$ cat src/sv/srfc_pkg.sv
// Shared constants, codes and the controller command bundle of the sensor range
// fault classifier. No dependencies; imported by every module of the block.
`default_nettype none

package srfc_pkg;

  localparam int SAMPLE_BITS = 10;
  localparam int NUM_W       = SAMPLE_BITS + 8;   // dividend width of the shared divider
  localparam int QUO_W       = 8;                 // both quotients stay below 256
  localparam int IDX_W       = 3;                 // bit index of the divider step

  localparam logic [SAMPLE_BITS-1:0] SAMPLE_MAX  = '1;   // 2^SAMPLE_BITS - 1
  localparam logic [6:0]             PCT_SCALE   = 7'd100;
  localparam logic [6:0]             PCT_FULL    = 7'd100;

  // Register reset values
  localparam logic [SAMPLE_BITS-1:0] HIGH_RST = SAMPLE_BITS'(920);
  localparam logic [SAMPLE_BITS-1:0] LOW_RST  = SAMPLE_BITS'(102);
  localparam logic [7:0]             DEC_RST  = 8'd20;
  localparam logic [7:0]             FS_RST   = 8'd50;

  // Register indexes of the configuration port
  localparam logic [1:0] REG_HIGH = 2'd0;
  localparam logic [1:0] REG_LOW  = 2'd1;
  localparam logic [1:0] REG_DEC  = 2'd2;
  localparam logic [1:0] REG_FS   = 2'd3;

  // Fault codes
  localparam logic [1:0] FAULT_NONE     = 2'd0;
  localparam logic [1:0] FAULT_OPEN_GND = 2'd1;
  localparam logic [1:0] FAULT_OPEN_SUP = 2'd2;

  // Seven-segment patterns, bit0 = a .. bit6 = g
  localparam logic [6:0] SEG_DIGIT0 = 7'd63;
  localparam logic [6:0] SEG_DIGIT8 = 7'd127;
  localparam logic [6:0] SEG_BLANK  = 7'd0;

  typedef struct packed {
    logic             smp_load;   // capture the accepted sample
    logic             mul_load;   // register products, start the voltage division
    logic             div_step;   // one restoring-division step
    logic             pct_load;   // keep the voltage, start the percent division
    logic             out_load;   // fill the output register
    logic [IDX_W-1:0] bit_idx;    // quotient bit decided by this step
  } srfc_cmd_t;

endpackage

`default_nettype wire

$ cat src/sv/srfc_ctrl.sv
// Controller of the sensor range fault classifier: input handshake, decimation
// counter, sequencing of the shared divider and the output valid flag. Uses srfc_pkg.
`default_nettype none

module srfc_ctrl (
  input  wire logic                clk,
  input  wire logic                rst_n,
  input  wire logic                in_valid,
  output logic                     in_stall,
  output logic                     out_valid,
  input  wire logic                out_stall,
  input  wire logic [7:0]          dec_count,
  output srfc_pkg::srfc_cmd_t      cmd
);
  import srfc_pkg::*;

  localparam logic [2:0] S_IDLE = 3'd0;
  localparam logic [2:0] S_MUL  = 3'd1;
  localparam logic [2:0] S_DIVV = 3'd2;
  localparam logic [2:0] S_DIVP = 3'd3;
  localparam logic [2:0] S_DONE = 3'd4;

  logic [2:0]       state_r, state_nxt;
  logic [IDX_W-1:0] idx_r, idx_nxt;
  logic [7:0]       count_r, count_nxt;
  logic             out_valid_r, out_valid_nxt;
  logic             accept;
  logic [7:0]       count_inc;
  logic             emit;
  logic             out_free;

  assign in_stall  = (state_r != S_IDLE);
  assign accept    = in_valid && !in_stall;
  assign count_inc = count_r + 8'd1;
  assign emit      = (count_inc >= dec_count);
  assign out_free  = !out_valid_r || !out_stall;
  assign out_valid = out_valid_r;

  always_comb begin
    state_nxt    = state_r;
    idx_nxt      = idx_r;
    count_nxt    = count_r;
    cmd          = '0;
    cmd.bit_idx  = idx_r;
    unique case (state_r)
      S_IDLE: begin
        if (accept) begin
          cmd.smp_load = 1'b1;
          count_nxt    = emit ? 8'd0 : count_inc;
          if (emit) begin
            state_nxt = S_MUL;
          end
        end
      end
      S_MUL: begin
        cmd.mul_load = 1'b1;
        idx_nxt      = '1;
        state_nxt    = S_DIVV;
      end
      S_DIVV: begin
        cmd.div_step = 1'b1;
        if (idx_r == '0) begin
          // last voltage bit: hand the divider over to the percent quotient
          cmd.pct_load = 1'b1;
          idx_nxt      = '1;
          state_nxt    = S_DIVP;
        end else begin
          idx_nxt = idx_r - IDX_W'(1);
        end
      end
      S_DIVP: begin
        cmd.div_step = 1'b1;
        if (idx_r == '0) begin
          state_nxt = S_DONE;
        end else begin
          idx_nxt = idx_r - IDX_W'(1);
        end
      end
      S_DONE: begin
        if (out_free) begin
          cmd.out_load = 1'b1;
          state_nxt    = S_IDLE;
        end
      end
      default: begin
        state_nxt = S_IDLE;
      end
    endcase
  end

  always_comb begin
    priority if (cmd.out_load) begin
      out_valid_nxt = 1'b1;
    end else if (!out_stall) begin
      out_valid_nxt = 1'b0;
    end else begin
      out_valid_nxt = out_valid_r;
    end
  end

  always_ff @(posedge clk) begin
    if (!rst_n) begin
      state_r     <= S_IDLE;
      idx_r       <= '0;
      count_r     <= '0;
      out_valid_r <= 1'b0;
    end else begin
      state_r     <= state_nxt;
      idx_r       <= idx_nxt;
      count_r     <= count_nxt;
      out_valid_r <= out_valid_nxt;
    end
  end

endmodule

`default_nettype wire

$ cat src/sv/srfc_dp.sv
// Datapath of the sensor range fault classifier: sample register, range check,
// products, shared restoring divider and output register. Uses srfc_pkg.
`default_nettype none

module srfc_dp (
  input  wire logic                          clk,
  input  wire srfc_pkg::srfc_cmd_t           cmd,
  input  wire logic [srfc_pkg::SAMPLE_BITS-1:0] in_sample,
  input  wire logic [srfc_pkg::SAMPLE_BITS-1:0] high_thr,
  input  wire logic [srfc_pkg::SAMPLE_BITS-1:0] low_thr,
  input  wire logic [7:0]                    full_scale,
  output logic [1:0]                         out_fault_code,
  output logic [6:0]                         out_position_percent,
  output logic [7:0]                         out_volts_tenths,
  output logic [6:0]                         out_segments
);
  import srfc_pkg::*;

  logic [SAMPLE_BITS-1:0] sample_r;
  logic [1:0]             fault_r;
  logic [6:0]             seg_r;
  logic                   zero_span_r;
  logic [SAMPLE_BITS-1:0] span_r;
  logic [NUM_W-1:0]       prod_p_r;
  logic [NUM_W-1:0]       rem_r, rem_nxt;
  logic [SAMPLE_BITS-1:0] div_r;
  logic [QUO_W-1:0]       quo_r, quo_nxt;
  logic [QUO_W-1:0]       volts_r;

  logic [1:0]             fault_c;
  logic [6:0]             seg_c;
  logic [SAMPLE_BITS-1:0] diff_c;
  logic [NUM_W-1:0]       trial;
  logic                   ge;
  logic [6:0]             pct_c;

  always_comb begin
    priority if (sample_r > high_thr) begin
      fault_c = FAULT_OPEN_GND;
      seg_c   = SEG_DIGIT0;
    end else if (sample_r < low_thr) begin
      fault_c = FAULT_OPEN_SUP;
      seg_c   = SEG_DIGIT8;
    end else begin
      fault_c = FAULT_NONE;
      seg_c   = SEG_BLANK;
    end
  end

  assign diff_c = sample_r - low_thr;

  // Restoring step: the quotient always fits in QUO_W bits, so the divisor
  // shifted up by the current bit is the only trial needed.
  always_comb begin
    trial   = NUM_W'(div_r) << cmd.bit_idx;
    ge      = (rem_r >= trial);
    rem_nxt = ge ? (rem_r - trial) : rem_r;
    quo_nxt = quo_r;
    quo_nxt[cmd.bit_idx] = ge;
  end

  always_comb begin
    priority if (fault_r != FAULT_NONE) begin
      pct_c = 7'd0;
    end else if (zero_span_r) begin
      pct_c = PCT_FULL;
    end else begin
      pct_c = quo_r[6:0];
    end
  end

  always_ff @(posedge clk) begin
    if (cmd.smp_load) begin
      sample_r <= in_sample;
    end
    if (cmd.mul_load) begin
      fault_r     <= fault_c;
      seg_r       <= seg_c;
      zero_span_r <= (high_thr == low_thr);
      span_r      <= high_thr - low_thr;
      prod_p_r    <= NUM_W'(diff_c) * NUM_W'(PCT_SCALE);
    end
    priority if (cmd.mul_load) begin
      rem_r <= NUM_W'(sample_r) * NUM_W'(full_scale);
      div_r <= SAMPLE_MAX;
      quo_r <= '0;
    end else if (cmd.pct_load) begin
      volts_r <= quo_nxt;
      rem_r   <= prod_p_r;
      div_r   <= span_r;
      quo_r   <= '0;
    end else if (cmd.div_step) begin
      rem_r <= rem_nxt;
      quo_r <= quo_nxt;
    end else begin
      // hold the divider
    end
    if (cmd.out_load) begin
      out_fault_code       <= fault_r;
      out_position_percent <= pct_c;
      out_volts_tenths     <= volts_r;
      out_segments         <= seg_r;
    end
  end

endmodule

`default_nettype wire

$ cat src/sv/sensor_range_fault_classifier.sv
// Top level of the sensor range fault classifier: configuration registers and the
// controller and datapath instances. Uses srfc_pkg, srfc_ctrl and srfc_dp.
//
// A sample that does not complete a decimation period is taken while the controller
// stays idle, so such samples stream at one per clock until in_stall rises. The
// sample that completes the period is classified and scaled: the multiplies are
// registered, then the shared restoring divider spends eight steps on the voltage
// (product over 1023) and eight on the percent (offset times 100 over the span),
// and a final state moves the result into the output register. The next sample is
// taken after that move, which waits only while the previous result is still held
// by out_stall. Registers are written through cfg_* at any time (cfg_ready is always
// high) but must only change while no result is pending.
`default_nettype none

module sensor_range_fault_classifier (
  input  wire logic                             clk,
  input  wire logic                             rst_n,
  input  wire logic                             in_valid,
  output logic                                  in_stall,
  input  wire logic [srfc_pkg::SAMPLE_BITS-1:0] in_sample,
  output logic                                  out_valid,
  input  wire logic                             out_stall,
  output logic [1:0]                            out_fault_code,
  output logic [6:0]                            out_position_percent,
  output logic [7:0]                            out_volts_tenths,
  output logic [6:0]                            out_segments,
  input  wire logic                             cfg_valid,
  output logic                                  cfg_ready,
  input  wire logic [1:0]                       cfg_index,
  input  wire logic [srfc_pkg::SAMPLE_BITS-1:0] cfg_data
);
  import srfc_pkg::*;

  logic [SAMPLE_BITS-1:0] high_r;
  logic [SAMPLE_BITS-1:0] low_r;
  logic [7:0]             dec_r;
  logic [7:0]             fs_r;
  srfc_cmd_t              cmd;

  assign cfg_ready = 1'b1;

  always_ff @(posedge clk) begin
    if (!rst_n) begin
      high_r <= HIGH_RST;
      low_r  <= LOW_RST;
      dec_r  <= DEC_RST;
      fs_r   <= FS_RST;
    end else if (cfg_valid && cfg_ready) begin
      unique case (cfg_index)
        REG_HIGH: high_r <= cfg_data;
        REG_LOW:  low_r  <= cfg_data;
        REG_DEC:  dec_r  <= cfg_data[7:0];
        REG_FS:   fs_r   <= cfg_data[7:0];
        default:  ;
      endcase
    end
  end

  srfc_ctrl u_ctrl (
    .clk       (clk),
    .rst_n     (rst_n),
    .in_valid  (in_valid),
    .in_stall  (in_stall),
    .out_valid (out_valid),
    .out_stall (out_stall),
    .dec_count (dec_r),
    .cmd       (cmd)
  );

  srfc_dp u_dp (
    .clk                  (clk),
    .cmd                  (cmd),
    .in_sample            (in_sample),
    .high_thr             (high_r),
    .low_thr              (low_r),
    .full_scale           (fs_r),
    .out_fault_code       (out_fault_code),
    .out_position_percent (out_position_percent),
    .out_volts_tenths     (out_volts_tenths),
    .out_segments         (out_segments)
  );

endmodule

`default_nettype wire

$ cat config.mk
export PLATFORM = sky130hd
export DESIGN_NAME = sensor_range_fault_classifier
export DESIGN_NICKNAME = d
export VERILOG_FILES = /design/src/sv/srfc_pkg.sv /design/src/sv/srfc_ctrl.sv /design/src/sv/srfc_dp.sv /design/src/sv/sensor_range_fault_classifier.sv
export SDC_FILE = /design/constraint.sdc
export NUM_CORES = 1
export LEC_CHECK = 0
export ABC_AREA = 1
export ABC_CLOCK_PERIOD_IN_PS = 3900
export BUFFER_PORTS_ARGS = -buffer_cell sky130_fd_sc_hd__buf_2
export CORE_MARGIN = 5
export CORE_UTILIZATION = 40
export CTS_CLUSTER_DIAMETER = 120
export DETAILED_ROUTE_END_ITERATION = 6
export PLACE_DENSITY = 0.55
export SYNTH_ARGS = -nofsm -noshare
export SYNTH_HDL_FRONTEND = slang
export SYNTH_SLANG_ARGS = --single-unit
$ cat constraint.sdc
create_clock -name clk -period 3.9 [get_ports clk]
set_input_delay 0.195 -clock clk [delete_from_list [all_inputs] [get_ports clk]]
set_output_delay 0.195 -clock clk [all_outputs]
set_load 0.05 [all_outputs]
Word-level counts from Yosys, hierarchy flattened
Index checks and enable logic that the tools add are counted.

Register bits: 164. Bits in latches: 0. Bits in writable memories: 0. ROM bits: 0. Input port bits: 27. Output and inout bits: 27. Word-level logic and storage cells: 109. Memories: 0.

Add/subtract/negate cells: 5. Multiply operators: 2. Div/mod/pow operators: 0. Order comparisons: 6. Equality and inequality tests: 15. Shifts and indexed selects: 1. Multiplexer cells: 30. Bitwise operators: 1. Reductions and logical operators: 26.

Operators by type and width (count): 18-bit 2-to-1 mux (4); 3-bit 2-to-1 mux (7); 10-bit subtractor (2); 18-bit greater-or-equal comparator (1); 10-bit by 8-bit multiplier with 18-bit output (1); 10-bit by 3-bit left shift with 18-bit output (1); 18-bit subtractor (1); 2-bit AND reduction (8); 10-bit by 5-bit multiplier with 15-bit output (second input constant) (1); 3-bit case mux with 5 select lines (1); 7-bit 2-to-1 mux (2); 2-bit by 1-bit != test with 1-bit output (second input constant) (6); 3-bit nonzero test (4); 1-bit 2-to-1 mux (11); 10-bit equality test (1); 10-bit > comparator (1); 10-bit < comparator (1); 3-bit case mux with 3 select lines (1); 8-bit by 1-bit adder with 8-bit output (second input constant) (1); 8-bit bitwise mux (1); 8-bit greater-or-equal comparator (1); 8-bit 2-to-1 mux (1); 3-bit by 2-bit equality test with 1-bit output (second input constant) (2); 3-bit logical NOT (2); 18 further kinds (24).

Logic depth before layout (Yosys ltp)
Gate-level depths: netlist (run 1).

Depth in word-level cells: 6. Mapped depth: 21. Depth with buffers taken out: 21.

Modules after synthesis
From an unflattened synthesis (run 1), not the netlist that was laid out.

Cell total of the unflattened synthesis: 1631. Area total of the unflattened synthesis: 12341.8 µm².

Modules (own cells, without submodules): srfc_dp (times used 1, cells an instance 1273, area each 9898.2 µm²); sensor_range_fault_classifier (times used 1, cells an instance 210, area each 1433.9 µm²); srfc_ctrl (times used 1, cells an instance 148, area each 1009.7 µm²).

Worst setup path after synthesis (run 1)
Ideal clock, no wire load.

Path type: reg2reg. From: register u_dp.sample_r[1]. To: register u_dp.rem_r[14] (data pin). Library setup time: 0.260 ns. Arrival time: 3.953 ns. Data required time: 3.640 ns. Setup slack: -0.312 ns. Stages on the path, launching flop included: 19. Path buffers: 1. Path through: edfxtp_1 buf_1 nand2_1 fa_1 fa_1 inv_1 fa_1 inv_1 fa_1 inv_1 ha_1 a21oi_1 nor2_1 nor2_1 nand2_1 nand3_1 nand3_1 nand3_1 nand3_1.

Word-level cells in the longest chain between the ends: 2.

Ends and longest elaborated chain: from (decl) (RTL line srfc_dp.sv:19) `logic [SAMPLE_BITS-1:0] sample_r;`; from (signal assigned) (RTL line srfc_dp.sv:74) `sample_r <= in_sample;`; 10-bit by 8-bit multiplier with 18-bit output (RTL line srfc_dp.sv:84) `rem_r <= NUM_W'(sample_r) * NUM_W'(full_scale);`; 18-bit 2-to-1 mux (RTL line srfc_dp.sv:83) `priority if (cmd.mul_load) begin`; to (signal assigned) (RTL line srfc_dp.sv:84); to (signal assigned) (RTL line srfc_dp.sv:89) `rem_r <= prod_p_r;`; to (signal assigned) (RTL line srfc_dp.sv:93) `rem_r <= rem_nxt;`; to (decl) (RTL line srfc_dp.sv:25) `logic [NUM_W-1:0] rem_r, rem_nxt;`.

No other way between the ends. A chain may end at the register's enable or synchronous reset.

Worst setup path in the final report (run 1)
From: register u_dp.sample_r[3]. To: register u_dp.rem_r[14] (data pin).

Same word-level chain as after synthesis.

==> results of run 1 <==
-- area by class of cell --
class / instances / share of cell area
clock buffer: 17 / 0.0280
clock inverter: 15 / 0.0115
inverter: 286 / 0.0715
multi-input combinational: 1053 / 0.515
sequential: 152 / 0.255
tap: 390 / 0.0321
timing repair buffer: 182 / 0.0868
-- cells by family (layout without fill, tap and decap cells) --
| group | Yosys count | in the layout | share of synthesized area |
|---|---|---|---|
| flip-flops | 152 | 152 | 0.320 |
| other | 1 | 1 | 0.000310 |
| buffers and inverters | 332 | 500 | 0.111 |
| multiplexers | 2 | 2 | 0.00165 |
| AND/OR/NAND/NOR | 607 | 607 | 0.210 |
| adder cells (fa/ha/maj) | 185 | 185 | 0.226 |
| XOR/XNOR | 41 | 41 | 0.0297 |
| AO/OA/AOI/OAI | 217 | 217 | 0.102 |
-- how the worst max path moves through the flow --
stage,slack (ps),cells after the start,endpoint
after floorplan,9,19,u_dp.rem_r[14]$_DFFE_PP_
after global placement,-230,17,u_dp.rem_r[8]$_DFFE_PP_
after detailed placement,-330,18,u_dp.prod_p_r[16]$_DFFE_PP_
after CTS,-170,17,u_dp.rem_r[11]$_DFFE_PP_
after global routing,-390,17,u_dp.rem_r[16]$_DFFE_PP_
final,-180,20,u_dp.rem_r[14]$_DFFE_PP_
-- timing repair --
action                                  CTS  global route
endpoints found under the setup margin   18            37
pin swaps                                59            83
hold buffers                             11             0
buffers inserted                         16            16
hold endpoints to repair                 11             0
resized for setup                        89            97
-- worst min-delay path, delay by kind of cell --
kind / cells / cell delay (ps)
simple gates: 1 / 50
buf+inv: 1 / 90
compound gates: 1 / 70
-- Yosys cell counts (3+ instances only) --
cell type / count
o211ai_1: 18
buf_2: 5
a21o_1: 6
inv_1: 276
nand3_1: 89
inv_2: 4
or2_2: 3
a21oi_2: 3
fa_1: 56
buf_1: 9
a21oi_1: 94
ha_1: 129
dfxtp_1: 69
edfxtp_1: 83
nand4_1: 6
xnor2_1: 17
clkbuf_1: 18
o21bai_1: 6
o21ai_0: 70
nand2_1: 385
buf_4: 10
o21a_1: 4
clkinv_1: 4
nand2_2: 4
nor3_1: 7
xor2_1: 24
a211oi_1: 5
nand3b_1: 7
nor2_1: 98
-- through the flow --
| step | power [mW] | std cells | area, um2 | setup TNS [ps] | utilization |
|---|---|---|---|---|---|
| floorplan | 8.35 | 1537 | 12300 | 0 | - |
| global placement | 10.9 | 2028 | 13500 | -2360 | 0.453 |
| detailed placement | 10.9 | 2028 | 13500 | -3350 | 0.453 |
| CTS | 13.7 | 2086 | 14700 | -1250 | 0.494 |
| global route | 16.1 | 2095 | 15200 | -4150 | 0.511 |
| finish | 14.8 | 2095 | 15200 | -1240 | 0.511 |
-- per-layer routing --
metal / global-route usage / vias to the layer above / part of all wire
met5: 0 / - / 0
met4: 0.0417 / 0 / 0.019
met3: 0.0247 / 27 / 0.028
met2: 0.298 / 157 / 0.48
met1: 0.246 / 4702 / 0.48
li1: - / 5237 / -
-- sequential cells by signal (all words and copies together) (netlist names) --
name and flops:
dec_r 8, fs_r 8, high_r 10, low_r 10, u_ctrl.count_r 8, u_ctrl.idx_r 3, u_ctrl.out_valid 1, u_ctrl.state_r 3
u_dp.div_r 10, u_dp.fault_r 1, u_dp.out_fault_code 1, u_dp.out_position_percent 7, u_dp.out_segments 2, u_dp.out_volts_tenths 8, u_dp.prod_p_r 15, u_dp.quo_r 8
u_dp.rem_r 18, u_dp.sample_r 10, u_dp.seg_r 2, u_dp.span_r 10, u_dp.volts_r 8, u_dp.zero_span_r 1
-- power by group through the flow --
stage	sequential [mW]	combinational [mW]	clock, mW
floorplan	2.49	5.87	0
global placement	2.57	8.31	0
detailed placement	2.58	8.35	0
CTS	2.53	9.47	1.70
global route	2.56	11.8	1.77
finish	2.53	10.6	1.66
==> qor.txt, run 1 <==
IO buf count - 52
via/cell ratio - 4.83
CTS clk-pin slew, worst paths - 70 ps
Yosys cell types - 52
DR pass1 iterations - 6
sequential element share of the synthesized area - 0.320
crit end category - register
highest-count cells in the layout ignoring fill and taps - nand2_1 (362), inv_1 (249), buf_4 (104), ha_1 (94), nor2_1 (87)
Max Transition Viols Final - 0
Period minus WS final - 4080 ps
Min-Delay Path Class - in2reg
Relative slew margins - 0.546
grt total ovfl - 0
Sw Ratio - 0.463
TritonCTS Buffers - 17
DR iter-0 viols - 529
post-synth top area share - 0.206
top post-synthesis cells by area - edfxtp_1 (21%), ha_1 (13%), nand2_1 (12%)
Max Clock Freq - 0.245 GHz
CP peak stage delay - 510 ps
Hold Crit Endpoint - high_r[9]$_SDFFE_PN1P_
max_cap viols - 0
share of cells above drive strength 1 - 0.225
DRC Markers - 0
most frequent cell on the critical path - fa_1
period utilization - 1.05
setup violators final - 14
GRT Util Overall - 0.178
worst vdd rail ir drop - 754 uV
I/O pin count - 54
internal power - 7.95 mW
Via Count - 10100
FFs w/ async S/R, synth - 0
Leak - 7.40 nW
clock power share - 0.112
full die area - 0.0338 mm2
Syn. warnings - 0
Worst Skew - 19.4 ps
Worst-Margin Slew - 681 ps
CTS sink count - 152
crit path max-delay cell type - fa_1
CP max FO - 6
r2r worst-path depth - 20
required time worst endpoint - 4080 ps
arrival time of the worst setup path - 4260 ps
pin count of the biggest net entering global routing - 42
Die X - 184 um
root buf cell - clkbuf_16
final WL - 30500 um
nets - 1904
Sequential Power Share - 0.171
H-tree depth - 4
worst r2r src - u_dp.sample_r[3]$_DFFE_PP_
status - finished with violations
Initial Utilization - 0.407
Synth area leader - edfxtp_1
worst slack, placed - -326 ps
synthesized area - 0.0121 mm2
antenna-violating nets left - 0
crit-path leading delay family - adder cells
Main synth FF type - edfxtp_1
worst path buffer plus inverter count - 5
Hold Crit Start - cfg_data[9]
Core Box Area - 0.0297 mm2
internal reg-to-reg setup slack - -180 ps
die height - 184 um
initial antenna violation count - 0
Avg WL per Cell - 14.5 um
global placement routability congestion - 0.911
Fill cells - 2814
std cell rows - 63
vias in the first global route - 9796
Syn Inst Count - 1537
Synth Net Count - 1749
Post-synth EDFFs - 83
syn_area_per_cell - 7.87 um2
worst reg2reg path endpoint - u_dp.rem_r[14]$_DFFE_PP_
combinational share of power - 0.717
worst skew pair latency - 430 ps
worst-path cell chain - buf_6, buf_6, nand2_2, fa_1, fa_1, inv_2, fa_1, inv_1, fa_1, inv_2, ha_4, nand2_2, nor2_1, nand2_1, nand2_2, nand3_2, nand2_1, nand2_1, nand3_1, nand3_1
pwr/cell area - 974 mW/mm2
Critical Path Source - u_dp.sample_r[3]$_DFFE_PP_
critical path class - reg2reg
sw power - 6.86 mW
Hold Path Stages - 3
startpoint types - register
hold slack - 13.1 ps
clock buffer depth - 2
Multi-input gate area - 0.00783 mm2
Synth Register Bits - 152
# diodes - 0
CTS tree - yes
first-pass GRT wire length - 49100 um
Final Hold Viols - 0
DPL Wire Length - 23700 um
commonest non-fill, non-tap cell in the layout - nand2_1
RSZ-0062 raised after global routing - yes
Setup WS post-layout - -185 ps
failing checks - negative setup slack
sequential cell area - 0.00388 mm2
Layout area overhead - 25.6%
Power figures use the tool's default switching activity.
==> run 2: changes to the inputs <==
--- a/config.mk
+++ b/config.mk
@@ -5,14 +5,13 @@
 export SDC_FILE = /design/constraint.sdc
 export NUM_CORES = 1
 export LEC_CHECK = 0
-export ABC_AREA = 1
 export ABC_CLOCK_PERIOD_IN_PS = 3900
 export BUFFER_PORTS_ARGS = -buffer_cell sky130_fd_sc_hd__buf_2
 export CORE_MARGIN = 5
-export CORE_UTILIZATION = 40
+export CORE_UTILIZATION = 50
 export CTS_CLUSTER_DIAMETER = 120
 export DETAILED_ROUTE_END_ITERATION = 6
-export PLACE_DENSITY = 0.55
+export PLACE_DENSITY = 0.67
 export SYNTH_ARGS = -nofsm -noshare
 export SYNTH_HDL_FRONTEND = slang
 export SYNTH_SLANG_ARGS = --single-unit
==> qor.txt, run 2 <==
I/O pin count - 54
TritonCTS Buffers - 17
DRC Markers - 0
required time worst endpoint - 4090 ps
worst vdd rail ir drop - 399 uV
Period minus WS final - 4590 ps
Leak - 6.47 nW
Layout area overhead - 25.1%
Top reg by flops - u_dp.rem_r
crit-path leading delay family - adder cells
period utilization - 1.18
simple-gate area share of the yosys netlist - 0.173
Max Transition Viols Final - 0
Syn. warnings - 0
RSZ-0062 raised after global routing - yes
Min-Delay Path Class - in2reg
root buf cell - clkbuf_16
DR pass1 iterations - 5
# diodes - 0
top post-synthesis cells by area - edfxtp_1 (21%), ha_1 (14%), dfxtp_1 (12%)
Post-synth EDFFs - 83
internal reg-to-reg setup slack - -690 ps
CTS tree - yes
pwr/cell area - 509 mW/mm2
most common cell in the netlist - nand2_1
vias in the first global route - 9512
highest-count cells in the layout ignoring fill and taps - buf_4 (144), nand2_1 (140), inv_1 (119), ha_1 (105), edfxtp_1 (83)
syn_area_per_cell - 9.49 um2
Worst Skew - 15.7 ps
Fill cells - 1928
full die area - 0.0269 mm2
Synth Area in Adders - 0.231
crit end category - register
DPL Wire Length - 22400 um
Relative slew margins - 0.356
via/cell ratio - 5.36
Yosys cell types - 74
Post-Synth XOR/XNOR Area - 0.0370
CP peak stage delay - 510 ps
most frequent cell on the critical path - fa_1
initial antenna violation count - 0
post-synthesis mux area share - 0.0200
synthesized area - 0.0118 mm2
DR iter-0 viols - 549
Total Negative Setup Slacks - -7930 ps
Final Hold Viols - 0
r2r worst-path depth - 15
worst r2r src - u_dp.sample_r[5]$_DFFE_PP_
Max Clock Freq - 0.218 GHz
max FFs per register - 18
Final Power - 7.55 mW
failing checks - negative setup slack
pin count of the biggest net entering global routing - 59
grt total ovfl - 0
Worst-Margin Slew - 966 ps
H-tree depth - 4
commonest non-fill, non-tap cell in the layout - buf_4
Core Box Area - 0.0234 mm2
worst skew pair latency - 440 ps
Critical Path End - u_dp.rem_r[16]$_DFFE_PP_
CP max FO - 6
worst-path cell chain - and2_4, fa_1, fa_1, fa_1, inv_1, fa_1, inv_2, ha_4, a21o_1, a21oi_2, nand2_1, or4_4, a21oi_2, xnor2_1, a221o_1
FFs w/ async S/R, synth - 0
std cell rows - 56
Setup WS post-layout - -691 ps
antenna-violating nets left - 0
Die X - 164 um
setup violators final - 18
clock buffer depth - 2
Initial Utilization - 0.506
Main synth FF type - edfxtp_1
largest family of logic cells by synthesized area - adder cells
CTS clk-pin slew, worst paths - 70 ps
crit path max-delay cell type - fa_1
Syn Inst Count - 1248
status - finished with violations
first-pass GRT wire length - 48100 um
Critical Path Source - u_dp.sample_r[5]$_DFFE_PP_
share of cells above drive strength 1 - 0.257
GRT Util Overall - 0.224
die height - 164 um
Levels on crit path - 15
worst reg2reg path endpoint - u_dp.rem_r[16]$_DFFE_PP_
biggest regs - u_dp.rem_r x18, u_dp.prod_p_r x15
CTS sink count - 152
sequential element share of the synthesized area - 0.327
final WL - 29600 um
Via Count - 9474
max_cap viols - 0
arrival time of the worst setup path - 4780 ps
synth cell count leaders - nand2_1 (143), inv_1 (134), ha_1 (129)
IO buf count - 52
worst path buffer plus inverter count - 2
Synth Register Bits - 152
nets - 1649
post-synth top area share - 0.210
Synth Net Count - 1460
startpoint types - register
Synth area leader - edfxtp_1
Avg WL per Cell - 16.7 um
worst slack, placed - -744 ps
Compound-Gate Fraction of Synth Area - 0.150
global placement routability congestion - 0.890
critical path class - reg2reg
## run 2: worst min-delay path by stage
stage	slack (ps)	end	cells past startpoint	start
finish	60	u_ctrl.out_valid$_SDFFE_PN0P_	3	out_stall
global route	70	dec_r[5]$_SDFFE_PN0P_	3	cfg_data[5]
CTS	40	u_ctrl.out_valid$_SDFFE_PN0P_	3	out_stall
detailed placement	370	u_dp.sample_r[9]$_DFFE_PP_	1	in_sample[9]
global placement	370	u_dp.sample_r[3]$_DFFE_PP_	1	in_sample[3]
floorplan	290	u_dp.sample_r[0]$_DFFE_PP_	0	in_sample[0]
## run 2: layer usage
layer  track usage  wire length, um
met2         0.396            15000
met4        0.0679              619
met5             0                0
met1         0.287            13000
met3        0.0289              971
## run 2: cells by family after synthesis
| logic type | after synthesis |
|---|---|
| simple gates | 403 |
| compound gates | 255 |
| fa+ha+maj | 185 |
| buf+inv | 183 |
| flops | 152 |
| xor+xnor | 50 |
| mux | 19 |
| other cells | 1 |
## run 2: what timing repair did
item / 4_1_cts / 5_1_grt
hold buffers: 12 / 0
resized for setup: 57 / 32
buffers inserted: 20 / 8
hold endpoints to repair: 12 / 0
pin swaps: 55 / 34
endpoints found under the setup margin: 18 / 38
## run 2: layout make-up
type / instances / area (um2) / share of cell area
clock buffer: 17 / 425 / 0.0287
clock inverter: 15 / 191 / 0.0129
inverter: 135 / 507 / 0.0342
multi-input combinational: 913 / 7840 / 0.529
sequential: 152 / 3880 / 0.262
tap: 319 / 399 / 0.0269
timing repair buffer: 218 / 1580 / 0.107
## run 2: worst reg2reg max path: stages, from the launching register on
cell and delay [ps]:
edfxtp_1 500, and2_4 190, fa_1 500, fa_1 510, fa_1 500, inv_1 50
fa_1 490, inv_2 50, ha_4 220, a21o_1 180, a21oi_2 170, nand2_1 70
or4_4 420, a21oi_2 150, xnor2_1 80, a221o_1 280
## run 2: per-stage QoR
stage          hold WS [ps]  instance area, um2   util  instances
4_1_cts                41.0               14600  0.623       1762
6_report               55.3               14800  0.633       1769
3_5_place_dp            374               13500  0.576       1700
5_1_grt                68.1               14800  0.633       1769
3_3_place_gp            371               13500  0.576       1700
2_1_floorplan           294               12100      -       1248
## run 2: power breakdown
group	switching (mW)	total [mW]	internal (mW)	leakage [nW]
clock	0.820	1.70	0.875	0.300
sequential	0.0962	1.96	1.87	1.30
combinational	1.87	3.89	2.02	4.87
total	2.78	7.55	4.76	6.47
